$ cat src/sv/aibt_pkg.sv
package aibt_pkg;

   // field widths
   localparam int OP_W    = 2;
   localparam int INDEX_W = 8;
   localparam int VALUE_W = 16;
   localparam int ID_W    = 12;
   localparam int STAT_W  = 2;

   // request codes
   localparam logic [OP_W-1:0] OP_BIND   = 2'd0;
   localparam logic [OP_W-1:0] OP_UNBIND = 2'd1;
   localparam logic [OP_W-1:0] OP_SET    = 2'd2;
   localparam logic [OP_W-1:0] OP_GET    = 2'd3;

   // response status codes
   localparam logic [STAT_W-1:0] STAT_OK       = 2'd0;
   localparam logic [STAT_W-1:0] STAT_INVAL    = 2'd1;
   localparam logic [STAT_W-1:0] STAT_NOSPACE  = 2'd2;
   localparam logic [STAT_W-1:0] STAT_NOTFOUND = 2'd3;

   // allocation id range and the id returned for a free slot
   localparam int unsigned       ALLOC_ID_LIMIT = 32'd4096;
   localparam logic [ID_W-1:0]   UNASSIGNED_ID  = 12'd255;

   // controller to datapath
   typedef struct packed {
      logic start;
      logic issue;
      logic finish;
   } aibt_cmd_type;

   // datapath to controller
   typedef struct packed {
      logic scan_last;
      logic out_free;
   } aibt_sts_type;

endpackage

$ cat src/sv/aibt_ctrl.sv
module aibt_ctrl
   import aibt_pkg::*;
(
   input  logic         clock,
   input  logic         reset,
   input  logic         req_valid,
   output logic         req_stall,
   input  aibt_sts_type sts,
   output aibt_cmd_type cmd
);

   localparam logic [1:0] S_IDLE = 2'd0;
   localparam logic [1:0] S_SCAN = 2'd1;
   localparam logic [1:0] S_LAST = 2'd2;
   localparam logic [1:0] S_DONE = 2'd3;

   logic [1:0] state_ff;
   logic [1:0] state_in;

   // next state
   always_comb begin
      state_in = state_ff;
      case (state_ff)
         S_IDLE: begin
            if (req_valid) state_in = S_SCAN;
         end
         S_SCAN: begin
            if (sts.scan_last) state_in = S_LAST;
         end
         S_LAST: begin
            state_in = S_DONE;
         end
         S_DONE: begin
            if (sts.out_free) state_in = S_IDLE;
         end
         default: begin
            state_in = S_IDLE;
         end
      endcase
   end

   always_ff @(posedge clock) begin
      if (reset) begin
         state_ff <= S_IDLE;
      end else begin
         state_ff <= state_in;
      end
   end

   // commands
   assign req_stall  = (state_ff != S_IDLE);
   assign cmd.start  = (state_ff == S_IDLE) && req_valid;
   assign cmd.issue  = (state_ff == S_SCAN);
   assign cmd.finish = (state_ff == S_DONE) && sts.out_free;

endmodule

$ cat src/sv/aibt_datapath.sv
module aibt_datapath
   import aibt_pkg::*;
#(
   parameter int SLOT_COUNT = 32
)
(
   input  logic                clock,
   input  logic                reset,
   input  aibt_cmd_type        cmd,
   output aibt_sts_type        sts,
   input  logic [OP_W-1:0]     req_op,
   input  logic [INDEX_W-1:0]  req_slot_index,
   input  logic [VALUE_W-1:0]  req_alloc_value,
   input  logic                req_mark_valid,
   output logic                rsp_valid,
   input  logic                rsp_stall,
   output logic [STAT_W-1:0]   rsp_status,
   output logic [INDEX_W-1:0]  rsp_result_index,
   output logic [ID_W-1:0]     rsp_read_id,
   output logic                rsp_read_valid
);

   localparam int IW = (SLOT_COUNT > 1) ? $clog2(SLOT_COUNT) : 1;

   // latched request word
   logic [OP_W-1:0]    op_ff;
   logic [INDEX_W-1:0] idx_ff;
   logic [VALUE_W-1:0] val_ff;
   logic               mv_ff;

   // scan state
   logic [IW-1:0]      cnt_ff;
   logic               cmp_vld_ff;
   logic [IW-1:0]      cmp_idx_ff;
   logic [ID_W-1:0]    rd_data_ff;
   logic               hit_ff;
   logic [IW-1:0]      hit_idx_ff;

   // slot table: ids in memory, valid bits in flops
   logic [ID_W-1:0]       id_mem [SLOT_COUNT];
   logic [SLOT_COUNT-1:0] valid_ff;

   // response register
   logic               rsp_valid_ff;
   logic [STAT_W-1:0]  rsp_status_ff;
   logic [INDEX_W-1:0] rsp_index_ff;
   logic [ID_W-1:0]    rsp_id_ff;
   logic               rsp_rvld_ff;

   logic               is_bind;
   logic               scan_op;
   logic               idx_ok;
   logic               val_ok;
   logic [IW-1:0]      slot_addr;
   logic [IW-1:0]      rd_addr;
   logic               rd_en;
   logic               cmp_v;
   logic               cmp_match;
   logic               cand;
   logic               clr_en;
   logic               get_vbit;

   // commit controls
   logic               mem_we;
   logic [IW-1:0]      mem_waddr;
   logic               vwr_en;
   logic [IW-1:0]      vwr_idx;
   logic               vwr_bit;
   logic [STAT_W-1:0]  status_in;
   logic [INDEX_W-1:0] index_in;
   logic [ID_W-1:0]    id_in;
   logic               rvld_in;

   // request decode
   assign is_bind   = (op_ff == OP_BIND);
   assign scan_op   = (op_ff == OP_BIND) || (op_ff == OP_UNBIND);
   assign idx_ok    = ({1'b0, idx_ff} < (INDEX_W+1)'(SLOT_COUNT));
   assign val_ok    = ({16'd0, val_ff} < ALLOC_ID_LIMIT);
   assign slot_addr = idx_ff[IW-1:0];

   // scan address and read enable
   assign rd_addr = scan_op ? cnt_ff : slot_addr;
   assign rd_en   = cmd.issue && (scan_op || idx_ok);

   assign sts.scan_last = !scan_op || (cnt_ff == IW'(SLOT_COUNT - 1));
   assign sts.out_free  = !rsp_valid_ff || !rsp_stall;

   // compare stage: match on a valid slot; for bind, a free or matching slot other than slot zero is a candidate
   assign cmp_v     = valid_ff[cmp_idx_ff];
   assign cmp_match = cmp_v && ({4'd0, rd_data_ff} == val_ff);
   assign cand      = is_bind ? ((cmp_idx_ff != '0) && (!cmp_v || cmp_match)) : cmp_match;
   assign clr_en    = cmp_vld_ff && is_bind && cmp_match;

   assign get_vbit = valid_ff[slot_addr];

   // request latch
   always_ff @(posedge clock) begin
      if (cmd.start) begin
         op_ff  <= req_op;
         idx_ff <= req_slot_index;
         val_ff <= req_alloc_value;
         mv_ff  <= req_mark_valid;
      end
   end

   // scan counter, compare pipe and first hit
   always_ff @(posedge clock) begin
      if (reset) begin
         cnt_ff     <= '0;
         cmp_vld_ff <= 1'b0;
         hit_ff     <= 1'b0;
      end else begin
         cmp_vld_ff <= cmd.issue;
         if (cmd.start) begin
            cnt_ff <= '0;
            hit_ff <= 1'b0;
         end else begin
            if (cmd.issue && !sts.scan_last) cnt_ff <= cnt_ff + 1'b1;
            if (cmp_vld_ff && scan_op && cand && !hit_ff) hit_ff <= 1'b1;
         end
      end
   end

   always_ff @(posedge clock) begin
      if (cmd.issue) cmp_idx_ff <= rd_addr;
      if (cmp_vld_ff && scan_op && cand && !hit_ff) hit_idx_ff <= cmp_idx_ff;
   end

   // commit of the finished request
   always_comb begin
      mem_we    = 1'b0;
      mem_waddr = slot_addr;
      vwr_en    = 1'b0;
      vwr_idx   = slot_addr;
      vwr_bit   = 1'b0;
      status_in = STAT_OK;
      index_in  = '0;
      id_in     = '0;
      rvld_in   = 1'b0;
      case (op_ff)
         OP_BIND: begin
            mem_waddr = hit_idx_ff;
            vwr_idx   = hit_idx_ff;
            if (!hit_ff) begin
               status_in = STAT_NOSPACE;
            end else if (!val_ok) begin
               status_in = STAT_INVAL;
            end else begin
               mem_we   = 1'b1;
               vwr_en   = 1'b1;
               vwr_bit  = 1'b1;
               index_in = INDEX_W'(hit_idx_ff);
            end
         end
         OP_UNBIND: begin
            vwr_idx = hit_idx_ff;
            if (!hit_ff) begin
               status_in = STAT_NOTFOUND;
            end else begin
               vwr_en   = 1'b1;
               index_in = INDEX_W'(hit_idx_ff);
            end
         end
         OP_SET: begin
            if (!idx_ok || (mv_ff && !val_ok)) begin
               status_in = STAT_INVAL;
            end else begin
               vwr_en  = 1'b1;
               vwr_bit = mv_ff;
               mem_we  = mv_ff;
            end
         end
         default: begin
            if (!idx_ok) begin
               status_in = STAT_INVAL;
            end else begin
               id_in   = get_vbit ? rd_data_ff : UNASSIGNED_ID;
               rvld_in = get_vbit;
            end
         end
      endcase
   end

   // id memory: a free slot always reads as unassigned through its valid bit
   always_ff @(posedge clock) begin
      if (cmd.finish && mem_we) id_mem[mem_waddr] <= val_ff[ID_W-1:0];
   end

   always_ff @(posedge clock) begin
      if (rd_en) rd_data_ff <= id_mem[rd_addr];
   end

   // valid bits
   always_ff @(posedge clock) begin
      if (reset) begin
         valid_ff <= '0;
      end else begin
         if (clr_en) valid_ff[cmp_idx_ff] <= 1'b0;
         if (cmd.finish && vwr_en) valid_ff[vwr_idx] <= vwr_bit;
      end
   end

   // response register
   always_ff @(posedge clock) begin
      if (reset) begin
         rsp_valid_ff <= 1'b0;
      end else if (cmd.finish) begin
         rsp_valid_ff <= 1'b1;
      end else if (!rsp_stall) begin
         rsp_valid_ff <= 1'b0;
      end
   end

   always_ff @(posedge clock) begin
      if (cmd.finish) begin
         rsp_status_ff <= status_in;
         rsp_index_ff  <= index_in;
         rsp_id_ff     <= id_in;
         rsp_rvld_ff   <= rvld_in;
      end
   end

   assign rsp_valid        = rsp_valid_ff;
   assign rsp_status       = rsp_status_ff;
   assign rsp_result_index = rsp_index_ff;
   assign rsp_read_id      = rsp_id_ff;
   assign rsp_read_valid   = rsp_rvld_ff;

   // compare stage only follows a read issue
   a_cmp_follows_issue: assert property (@(posedge clock) disable iff (reset)
      cmp_vld_ff |-> $past(cmd.issue))
      else $error("compare stage without a read");

   // bind never claims slot zero
   a_bind_not_zero: assert property (@(posedge clock) disable iff (reset)
      cmd.finish && is_bind && hit_ff |-> hit_idx_ff != '0)
      else $error("bind claimed slot zero");

   // successful bind leaves the claimed slot valid
   a_bind_sets_valid: assert property (@(posedge clock) disable iff (reset)
      cmd.finish && is_bind && hit_ff && val_ok |=> valid_ff[$past(hit_idx_ff)])
      else $error("bound slot not valid");

   // successful unbind leaves the slot free
   a_unbind_clears: assert property (@(posedge clock) disable iff (reset)
      cmd.finish && (op_ff == OP_UNBIND) && hit_ff |=> !valid_ff[$past(hit_idx_ff)])
      else $error("unbound slot still valid");

endmodule

$ cat src/sv/alloc_id_binding_table_unit.sv
// channel   | ports                                          | direction
// ----------+------------------------------------------------+----------
// request   | req_valid, req_stall, req_op, req_slot_index,  | in
//           | req_alloc_value, req_mark_valid                |
// response  | rsp_valid, rsp_stall, rsp_status,              | out
//           | rsp_result_index, rsp_read_id, rsp_read_valid  |
//
// the id memory is scanned one slot per cycle through its single read port,
// so the scan length sets the bind and unbind time.
// one request word is in work at a time; a new one is taken the cycle after
// the previous response is loaded, even while that response is still stalled.
// reset clears the valid bits at once; no memory clearing pass is needed.
module alloc_id_binding_table_unit
   import aibt_pkg::*;
#(
   parameter int SLOT_COUNT = 32
)
(
   input  logic                clock,
   input  logic                reset,
   input  logic                req_valid,
   output logic                req_stall,
   input  logic [OP_W-1:0]     req_op,
   input  logic [INDEX_W-1:0]  req_slot_index,
   input  logic [VALUE_W-1:0]  req_alloc_value,
   input  logic                req_mark_valid,
   output logic                rsp_valid,
   input  logic                rsp_stall,
   output logic [STAT_W-1:0]   rsp_status,
   output logic [INDEX_W-1:0]  rsp_result_index,
   output logic [ID_W-1:0]     rsp_read_id,
   output logic                rsp_read_valid
);

   aibt_cmd_type cmd;
   aibt_sts_type sts;

   // sequencer
   aibt_ctrl u_ctrl (
      .clock     (clock),
      .reset     (reset),
      .req_valid (req_valid),
      .req_stall (req_stall),
      .sts       (sts),
      .cmd       (cmd)
   );

   // slot table and response
   aibt_datapath #(
      .SLOT_COUNT (SLOT_COUNT)
   ) u_datapath (
      .clock            (clock),
      .reset            (reset),
      .cmd              (cmd),
      .sts              (sts),
      .req_op           (req_op),
      .req_slot_index   (req_slot_index),
      .req_alloc_value  (req_alloc_value),
      .req_mark_valid   (req_mark_valid),
      .rsp_valid        (rsp_valid),
      .rsp_stall        (rsp_stall),
      .rsp_status       (rsp_status),
      .rsp_result_index (rsp_result_index),
      .rsp_read_id      (rsp_read_id),
      .rsp_read_valid   (rsp_read_valid)
   );

endmodule
$ cat config.mk
export PLATFORM = sky130hd
export DESIGN_NAME = alloc_id_binding_table_unit
export DESIGN_NICKNAME = d
export VERILOG_FILES = /design/src/sv/aibt_pkg.sv /design/src/sv/aibt_ctrl.sv /design/src/sv/aibt_datapath.sv /design/src/sv/alloc_id_binding_table_unit.sv
export SDC_FILE = /design/constraint.sdc
export NUM_CORES = 1
export LEC_CHECK = 0
export BUFFER_PORTS_ARGS = -buffer_cell sky130_fd_sc_hd__buf_4
export CAP_MARGIN = 20
export CORE_MARGIN = 4
export CORE_UTILIZATION = 55
export DETAILED_ROUTE_END_ITERATION = 8
export PLACE_DENSITY = 0.7
export SETUP_SLACK_MARGIN = 0.02
export SYNTH_ARGS = -nofsm -noshare
export SYNTH_HDL_FRONTEND = slang
export SYNTH_SLANG_ARGS = --single-unit
export TNS_END_PERCENT = 50
$ cat constraint.sdc
create_clock -name clock -period 4.32 [get_ports clock]
set_input_delay 0.432 -clock clock [delete_from_list [all_inputs] [get_ports clock]]
set_output_delay 0.432 -clock clock [all_outputs]
set_load 0.005 [all_outputs]
# [After elaboration in Yosys (flattened, before gate mapping)]
# Memory sizes are Yosys's and may differ from the RTL's. A register that Yosys moved wholly into a read port is not among the register bits.
# Index checks and enable logic that the tools add are counted.
[op_classes] n_bitwise=4 multipliers=0 eq_ne=11 addsub=1 muxes=42 reduce_logical=39 div=0 n_lt_le_gt_ge=7 n_shift=0
[ops] operator="$mux 32" count=3
[ops] operator="$and 32x32->32" count=1
[ops] operator="$bwmux 32" count=1
[ops] operator="$not 32->32" count=1
[ops] operator="$mux 5" count=5
[ops] operator="$lt 5x6->1 const B" count=3
[ops] operator="$mux 1" count=17
[ops] operator="$eq 12x16->1" count=1
[ops] operator="$logic_and 1x1->1" count=16
[ops] operator="$lt 16x13->1 const B" count=1
[ops] operator="$mux 8" count=2
[ops] operator="$pmux 8 s2" count=1
[ops] operator="$bmux 1 s5" count=2
[ops] operator="$demux 1 s5" count=2
[ops] operator="$ge 5x1->1 const B" count=2
[ops] operator="$mux 2" count=5
[ops] operator="$logic_not 1->1" count=8
[ops] operator="$lt 8x6->1 const B" count=1
[ops] operator="$pmux 2 s4" count=1
[ops] operator="$eq 2x2->1 const B" count=3
[ops] operator="$logic_or 1x1->1" count=6
[ops] operator="$pmux 2 s3" count=1
[ops] operator="$add 5x1->5 const B" count=1
[ops] operator="$eq 5x5->1 const B" count=1
[ops] operator="13 further kinds" count=19
[word_totals] n_memories=1 mem_bits_ro=0 word_cells=122 inputBits=31 latch_bits=0 output_inout_bits=25 ram_bits=384 regBits=102
[memory_table] name="u_datapath.id_mem" depth=32 width=12 rd=1 rd_clocked_by_memory_dff=1 wr=1 line="aibt_datapath.sv:40" rtl="logic [ID_W-1:0] id_mem [SLOT_COUNT];"

# [Logic depth before layout (Yosys ltp)]
# Gate-level depths: netlist of the first run.
[depth] depth_word=10 depth_mapped=12 mapped_depth_nobuf=9

# [Hierarchy]
# A second synthesis of the first run with hierarchy kept.
[hier_totals] cells_unflattened=1696 hier_area_um2=21121.5
[modules_own_cells] mod="aibt_datapath" cells_each=1673 instances=1 seq_area_each_um2=14403.8 area_per_inst_um2=20923.8
[modules_own_cells] mod="aibt_ctrl" cells_each=23 instances=1 seq_area_each_um2=40.0 area_per_inst_um2=197.7

# [Worst setup path before layout of the first run]
# OpenSTA, ideal clock, no wires.
[synth_timing] kind="reg2reg" from="register u_ctrl.state_ff[1]" to="memory u_datapath.id_mem[16][0] (enable)" setup_time_ps=380 t_required_ps=3940 n_path_buf=0 stages_incl_launch_ff=6 setup_slack_ps=600 synth_period_minus_slack_ps=3720 arrival_ps=3340 cell_sequence="dfxtp_1 -> ha_1 -> a21boi_0 -> and4_1 -> nand2_1 -> nor2_1"
[synth_rtl] item="start, declared" line="aibt_ctrl.sv:17" rtl="logic [1:0] state_ff;"
[synth_rtl] item="start signal, assigned" line="aibt_ctrl.sv:46" rtl="state_ff <= state_in;"
[synth_rtl] item="end, declared" line="aibt_datapath.sv:40"

# [Worst setup path after layout of the first run]
[layout_timing] from="register u_datapath.op_ff[0]" to="register u_datapath.rd_data_ff[1] (read register of u_datapath.id_mem), data pin"
[layout_via] elab_chain_len=4 elab_cells_between_ends=6 classes_between="1 x eq/ne; 1 x mux; 4 x reduce/logical"
[layout_rtl] item="start, declared" line="aibt_datapath.sv:26" rtl="logic [OP_W-1:0] op_ff;"
[layout_rtl] item="start signal, assigned" line="aibt_datapath.sv:99" rtl="op_ff <= req_op;"
[layout_rtl] item="$eq 2x1->1 / $logic_not 2->1 (equally long branches)" line="aibt_datapath.sv:76" rtl="assign scan_op = (op_ff == OP_BIND) || (op_ff == OP_UNBIND);"
[layout_rtl] item="$logic_or 1x1->1 *" line="aibt_datapath.sv:76"
[layout_rtl] item="$logic_or 1x1->1" line="aibt_datapath.sv:83" rtl="assign rd_en = cmd.issue && (scan_op || idx_ok);"
[layout_rtl] item="$logic_and 1x1->1" line="aibt_datapath.sv:83"
[layout_rtl] item="end, declared" line="aibt_datapath.sv:35" rtl="logic [ID_W-1:0] rd_data_ff;"
# Every way passes the cells marked *; elsewhere a longest branch is shown, timed or not.
# A chain may end at the register's enable or synchronous reset.

==> results of run 1 <==
==> stage by stage <==
stage / instances / power, mW / utilization / setup WS [ns]
2_1_floorplan: 1569 / 7.74 / - / 0.600
3_3_place_gp: 2077 / 8.82 / 0.589 / 0.875
3_5_place_dp: 2087 / 8.87 / 0.591 / 0.811
4_1_cts: 2176 / 12.8 / 0.631 / 0.791
5_1_grt: 2186 / 13.3 / 0.634 / 0.665
6_report: 2188 / 12.8 / 0.634 / 0.840
==> cell families after synthesis <==
logic type	Yosys count	share of synthesized area
and+or+nand+nor	660	0.146
DFF	495	0.698
other	1	0.000181
adders and majority gates	11	0.00665
muxes	96	0.0538
xor gates and xnor gates	15	0.00635
AOI/OAI and AO/OA	180	0.0645
buffers and inverters	109	0.0239
==> Yosys cell counts (6+ instances only) <==
cell	number
a21oi_1	11
a31oi_1	55
a32oi_1	49
and2_1	9
and3_1	7
buf_2	32
clkbuf_1	51
dfxtp_1	42
edfxtp_1	453
ha_1	11
inv_1	12
mux2i_1	85
mux4_2	6
nand2_1	323
nand2b_1	7
nand3_1	137
nand4_1	42
nor2_1	80
nor2b_1	6
nor3_1	11
o21ai_0	12
o221ai_1	10
o22ai_1	7
o32ai_1	7
xnor2_1	13
==> worst max-delay path, cell delays in order (launching register included) <==
cell      delay, ns
edfxtp_1       0.38
inv_1          0.08
ha_1           0.42
or2_2          0.58
or3_1          0.42
o31ai_4        0.07
buf_4          0.45
nand3_1        0.20
nand3_1        0.40
nand4_1        0.12
==> state kept, by name, summed over array words and instances (netlist names), 2 cells and up <==
name / flops
u_datapath.id_mem: 384
u_datapath.valid_ff: 32
u_datapath.val_ff: 16
u_datapath.rd_data_ff: 12
u_datapath.rsp_read_id: 12
u_datapath.idx_ff: 8
u_datapath.cmp_idx_ff: 5
u_datapath.cnt_ff: 5
u_datapath.hit_idx_ff: 5
u_datapath.rsp_result_index: 5
u_ctrl.state_ff: 2
u_datapath.op_ff: 2
u_datapath.rsp_status: 2
==> final timing paths <==
| check | end | slack [ns] |
|---|---|---|
| max | u_datapath.rd_data_ff[1] | 0.84 |
| min | u_datapath.idx_ff[1] | 0.02 |
| max reg2reg | u_datapath.rd_data_ff[1] | 0.84 |
| min reg2reg | u_datapath.valid_ff[12] | 0.55 |
==> final cells by class <==
type                       count  area share
sequential                   495       0.618
multi-input combinational    965       0.248
clock buffer                  64      0.0549
timing repair buffer         119      0.0407
tap                          504      0.0270
clock inverter                25     0.00857
inverter                      14     0.00236
antenna                        2    0.000214
==> per-layer routing <==
| layer | global-route usage | share of wire |
|---|---|---|
| met5 | 0 | 0.00024 |
| met4 | 0.0967 | 0.040 |
| met3 | 0.0505 | 0.096 |
| met2 | 0.428 | 0.48 |
| met1 | 0.360 | 0.38 |
==> where the power goes <==
part	switching [mW]	internal [mW]	leakage, nW
sequential	0.279	5.67	4.44
combinational	2.01	0.857	2.97
clock	1.76	2.21	0.721
==> key figures, run 1 <==
Routing
  • 1st-iter DRT viols: ~1,800
  • # DRC: 0
  • WL final: approximately 55 mm
  • DRT antenna net count: 0
  • Drt first pass iters: 6
  • Vias per Instance: roughly 6.3
  • Wirelength per Cell: approximately 25 µm
  • Via Count: about 14,000

Timing
  • Final Hold Vio Count: 0
  • Fmax: roughly 290 MHz
  • RSZ-0062 raised after global routing: false
  • Hold slack final: around 0.021 ns
  • Setup TNS: 0 ns
  • Clock Skew: roughly 0.017 ns
  • Slew headroom: 0.240
  • Setup Viol. Count Final: 0
  • Worst Tran Pin Value: ~1.1 ns
  • Part of the cycle the worst path needs: 0.805
  • Max-slew violation count: 0
  • Post-layout min period: between 3 and 4 ns

Die
  • Die height: slightly above 200 µm
  • Row cnt: 70
  • Ports: between 50 and 60
  • Full die area: between 0.04 and 0.05 mm²
  • Die width: 202 µm
  • Initial Util: 0.561
  • Core outline area: about 0.037 mm²

Power and ir drop
  • Power density over cell area: roughly 550 mW/mm²
  • Lkg Pwr: 8.12 nW
  • Peak supply drop: ~360 µV

Cells and area
  • Nets: approximately 1,700
  • Fraction of layout cells with a size suffix above 1: 0.125
  • Post-route cell area: about 0.023 mm²
  • Leading cell type in the layout, fill and taps excluded: edfxtp_1
  • # fillers: ~2,800
  • Multi-input gate area: between 0.005 and 0.006 mm²
  • Area delta synth->final: 13.0%
  • Most frequent cells in the layout: 453 x edfxtp_1, 323 x nand2_1, 137 x nand3_1
  • Register area: approximately 0.014 mm²

Setup path
  • Crit path max fanout: 37
  • Cells on worst reg2reg path: 9
  • Crit path arrival time: about 3.8 ns
  • Critical R2R Launch: u_datapath.op_ff[0]
  • CP Data Required Time: between 4 and 5 ns
  • Crit end category: register
  • Crit path launch: u_datapath.op_ff[0]
  • CP Launch Type: register
  • WS Path Type: reg2reg

CTS
  • Clk buf depth: 3
  • Post-cts repair resize count: 0
  • Sink Count: 495
  • Root buffer cell: clkbuf_16
  • CTS H-Tree Depth: 2
  • CTS tree: built
  • Hold_buf cts: 0
  • Clk slew on worst S/H paths: about 0.06 ns
  • # Post-CTS Setup Buffers: 0
  • Clk Latency, worst-skew pair: roughly 0.59 ns
  • Cts bufs inserted: 48

Yosys
  • Post-Synthesis Cell Area: approximately 0.021 mm²
  • Synth area leaders: edfxtp_1 66%, nand2_1 5.9%, mux2i_1 4.1%, dfxtp_1 4.1%, nand3_1 3.3%
  • Seq/Total Area, Yosys: 0.698
  • Mean Syn Cell Area: between 10 and 15 µm²
  • Synthesized instance count: 1,567
  • Post-synth EDFFs: approximately 450
  • FFs w/ async S/R, synth: 0
  • Share of the synthesized area in the top cell type: 0.658
  • Leading area contributor after synthesis: edfxtp_1
  • Ys flop type: edfxtp_1
  • Register bit total from synthesis: 495
  • Yosys warnings: 0
  • Cell variety after synth: 71

GRT
  • Initial antenna violation count: 3
  • First-pass GRT wire length: 82.2 mm
  • Largest net degree at the start of global routing: a little over 80
  • Vias in the first global route: between 10,000 and 15,000
  • GR Overflow Total: 0
  • Total track usage: 0.264

Run
  • Max cap viols: 0

Placed design
  • Port bufs: 52
  • Final GP Congestion: 0.902
  • Placed cell area: between 0.02 and 0.025 mm²
  • Hpwl dp: around 35 mm

Worst hold path
  • Hold WC Path Type: in2reg
  • Min-delay src: req_slot_index[1]
  • Worst Hold Depth: 1

Run status
  • Outcome: finished, final reports clean
(Power assumes the default switching activity.)
==> inputs of run 2 (changes only) <==
Settings changed: PLACE_DENSITY 0.7 to 0.72.
Clock period 4.32 ns to 2.8 ns, I/O delays scaled along.
==> key figures, run 2 (synthesized netlist as in run 1, its figures left out) <==
Cells and area
  • Reg with most FFs: u_datapath.id_mem
  • Area delta synth->final: 17.8%
  • Fraction of layout cells with a size suffix above 1: 0.158
  • Leading cell type in the layout, fill and taps excluded: edfxtp_1
  • Biggest regs: u_datapath.id_mem: 384 flops, u_datapath.valid_ff: 32 flops, u_datapath.val_ff: 16 flops
  • Core Util, Final: 0.661
  • Max reg flops: ~380
  • Most frequent cells in the layout: 453 x edfxtp_1, 323 x nand2_1, 167 x buf_4
  • Nets: around 1,800
  • Post-route cell area: around 0.024 mm²

Run status
  • Outcome: finished, final reports clean

Timing
  • Final worst slack: between 0.1 and 0.15 ns
  • Worst Tran Pin Value: 0.824 ns
  • Final Hold Vio Count: 0
  • Clock Skew: about 0.018 ns
  • Slew headroom: 0.449
  • Part of the cycle the worst path needs: 0.958
  • RSZ-0062 raised after global routing: true
  • Post-layout min period: around 2.7 ns
  • Fmax: 373 MHz
  • Max-slew violation count: 0
  • Setup Viol. Count Final: 0

Setup path
  • CP Launch Type: register
  • Crit path max fanout: 26
  • WS Path Type: reg2reg
  • Crit path arrival time: approximately 3.0 ns
  • Crit end category: register
  • Cell at the slowest stage of the critical path: edfxtp_1
  • CP Data Required Time: approximately 3.1 ns
  • CP max stage delay: approximately 0.43 ns
  • CP cell instances: inv_1 > ha_2 > buf_6 > a32o_1 > and4_1 > nand2_1 > nor2_1 > buf_4

Die
  • Ports: between 50 and 60
  • Die width: 202 µm
  • Initial Util: 0.561
  • Full die area: slightly above 0.04 mm²
  • Core outline area: 0.0369 mm²
  • Row cnt: 70
  • Die height: approximately 200 µm

Routing
  • Wirelength per Cell: between 20 and 25 µm
  • 1st-iter DRT viols: around 1,900
  • Drt first pass iters: 9
  • WL final: between 50 and 60 mm
  • # DRC: 0
  • Vias per Instance: between 6 and 7
  • Via Count: about 14,000
  • DRT antenna net count: 0

GRT
  • Initial antenna violation count: 1
  • First-pass GRT wire length: 85.3 mm
  • Total track usage: 0.274
  • Largest net degree at the start of global routing: between 40 and 50
  • GR Overflow Total: 0
  • Vias in the first global route: ~14,000

Worst hold path
  • Hold WC Path Type: in2reg

CTS
  • Clk buf depth: 3
  • CTS tree: built
  • Root buffer cell: clkbuf_16
  • CTS H-Tree Depth: 2
  • Clk slew on worst S/H paths: approximately 0.060 ns
  • Clk Latency, worst-skew pair: 0.60 ns
  • Sink Count: 495
  • Cts bufs inserted: 50

Placed design
  • Placed cell area: 0.0224 mm²
  • Hpwl dp: 36.6 mm
  • Port bufs: 52
  • Pre-CTS WS: -0.0310 ns
  • Final GP Congestion: just over 0.9

Power and ir drop
  • Lkg Pwr: approximately 8.7 nW
  • Power density over cell area: 848 mW/mm²
  • Peak supply drop: between 700 and 800 µV
  • Tot Pwr: 20.7 mW

Run
  • Max cap viols: 0
==> run 2: cell types whose count changed in the layout (fill, tap and decap cells not counted), sizes merged <==
cell         before  now
buf             119  182
dlygate4sd3       0   30
clkbuf           64   69
clkinvlp          1    2
bufbuf            0    1
clkinv           22   16
inv              14   17
==> run 2: power by group <==
group | switching [mW] | total (mW) | internal, mW
registers | 0.329 | 9.08 | 8.75
logic | 3.46 | 5.27 | 1.81
clock network | 2.75 | 6.32 | 3.57
total | 6.54 | 20.7 | 14.1
==> run 2: repair_timing <==
action / 4_1_cts / 5_1_grt
buffers inserted: 0 / 2
hold endpoints to repair: 30 / 0
gates resized for setup: 1 / 8
setup endpoints to repair: 20 / 422
pin swaps: 0 / 1
cloned: 1 / 0
hold buffers: 30 / 0
==> run 2: critical path, delay by kind of cell, from the launching register on <==
kind	cells	cell delay [ns]
AO/OA/AOI/OAI	1	0.27
adder cells (fa/ha/maj)	1	0.28
buffers and inverters	3	0.60
flip-flops	1	0.43
AND/OR/NAND/NOR	3	0.80
==> run 2: worst paths after layout <==
path	from	cells after the start	endpoint	slack, ns
setup reg to reg	u_datapath.op_ff[1]	8	u_datapath.id_mem[5][10]	0.12
setup / recovery	u_datapath.op_ff[1]	8	u_datapath.id_mem[5][10]	0.12
hold reg to reg	u_datapath.valid_ff[11]	2	u_datapath.valid_ff[11]	0.55
hold / removal	req_valid	4	u_ctrl.state_ff[1]	0.21
==> run 2: area by class of cell <==
| class | count | area [µm²] |
|---|---|---|
| fill | 2604 | 12500 |
| clock buffer | 69 | 1350 |
| inverter | 14 | 57.6 |
| multi-input combinational | 965 | 5840 |
| antenna | 2 | 5.00 |
| timing repair buffer | 213 | 1860 |
| tap | 504 | 631 |
| clock inverter | 23 | 178 |
| sequential | 495 | 14400 |
==> run 2: per-stage QoR <==
step	cells	setup TNS [ns]	hold slack, ns
floorplan	1569	-7.63	0.379
global placement	2157	0	0.459
detailed placement	2158	-0.0310	0.460
CTS	2281	0	0.178
global route	2284	-0.00142	0.267
finish	2285	0	0.208
==> run 2: layer usage <==
metal,GRT usage,up-vias,part of all wire
li1,-,6312,-
met1,0.353,7056,0.37
met2,0.464,820,0.49
met3,0.0459,165,0.092
met4,0.118,0,0.048
met5,0,-,0
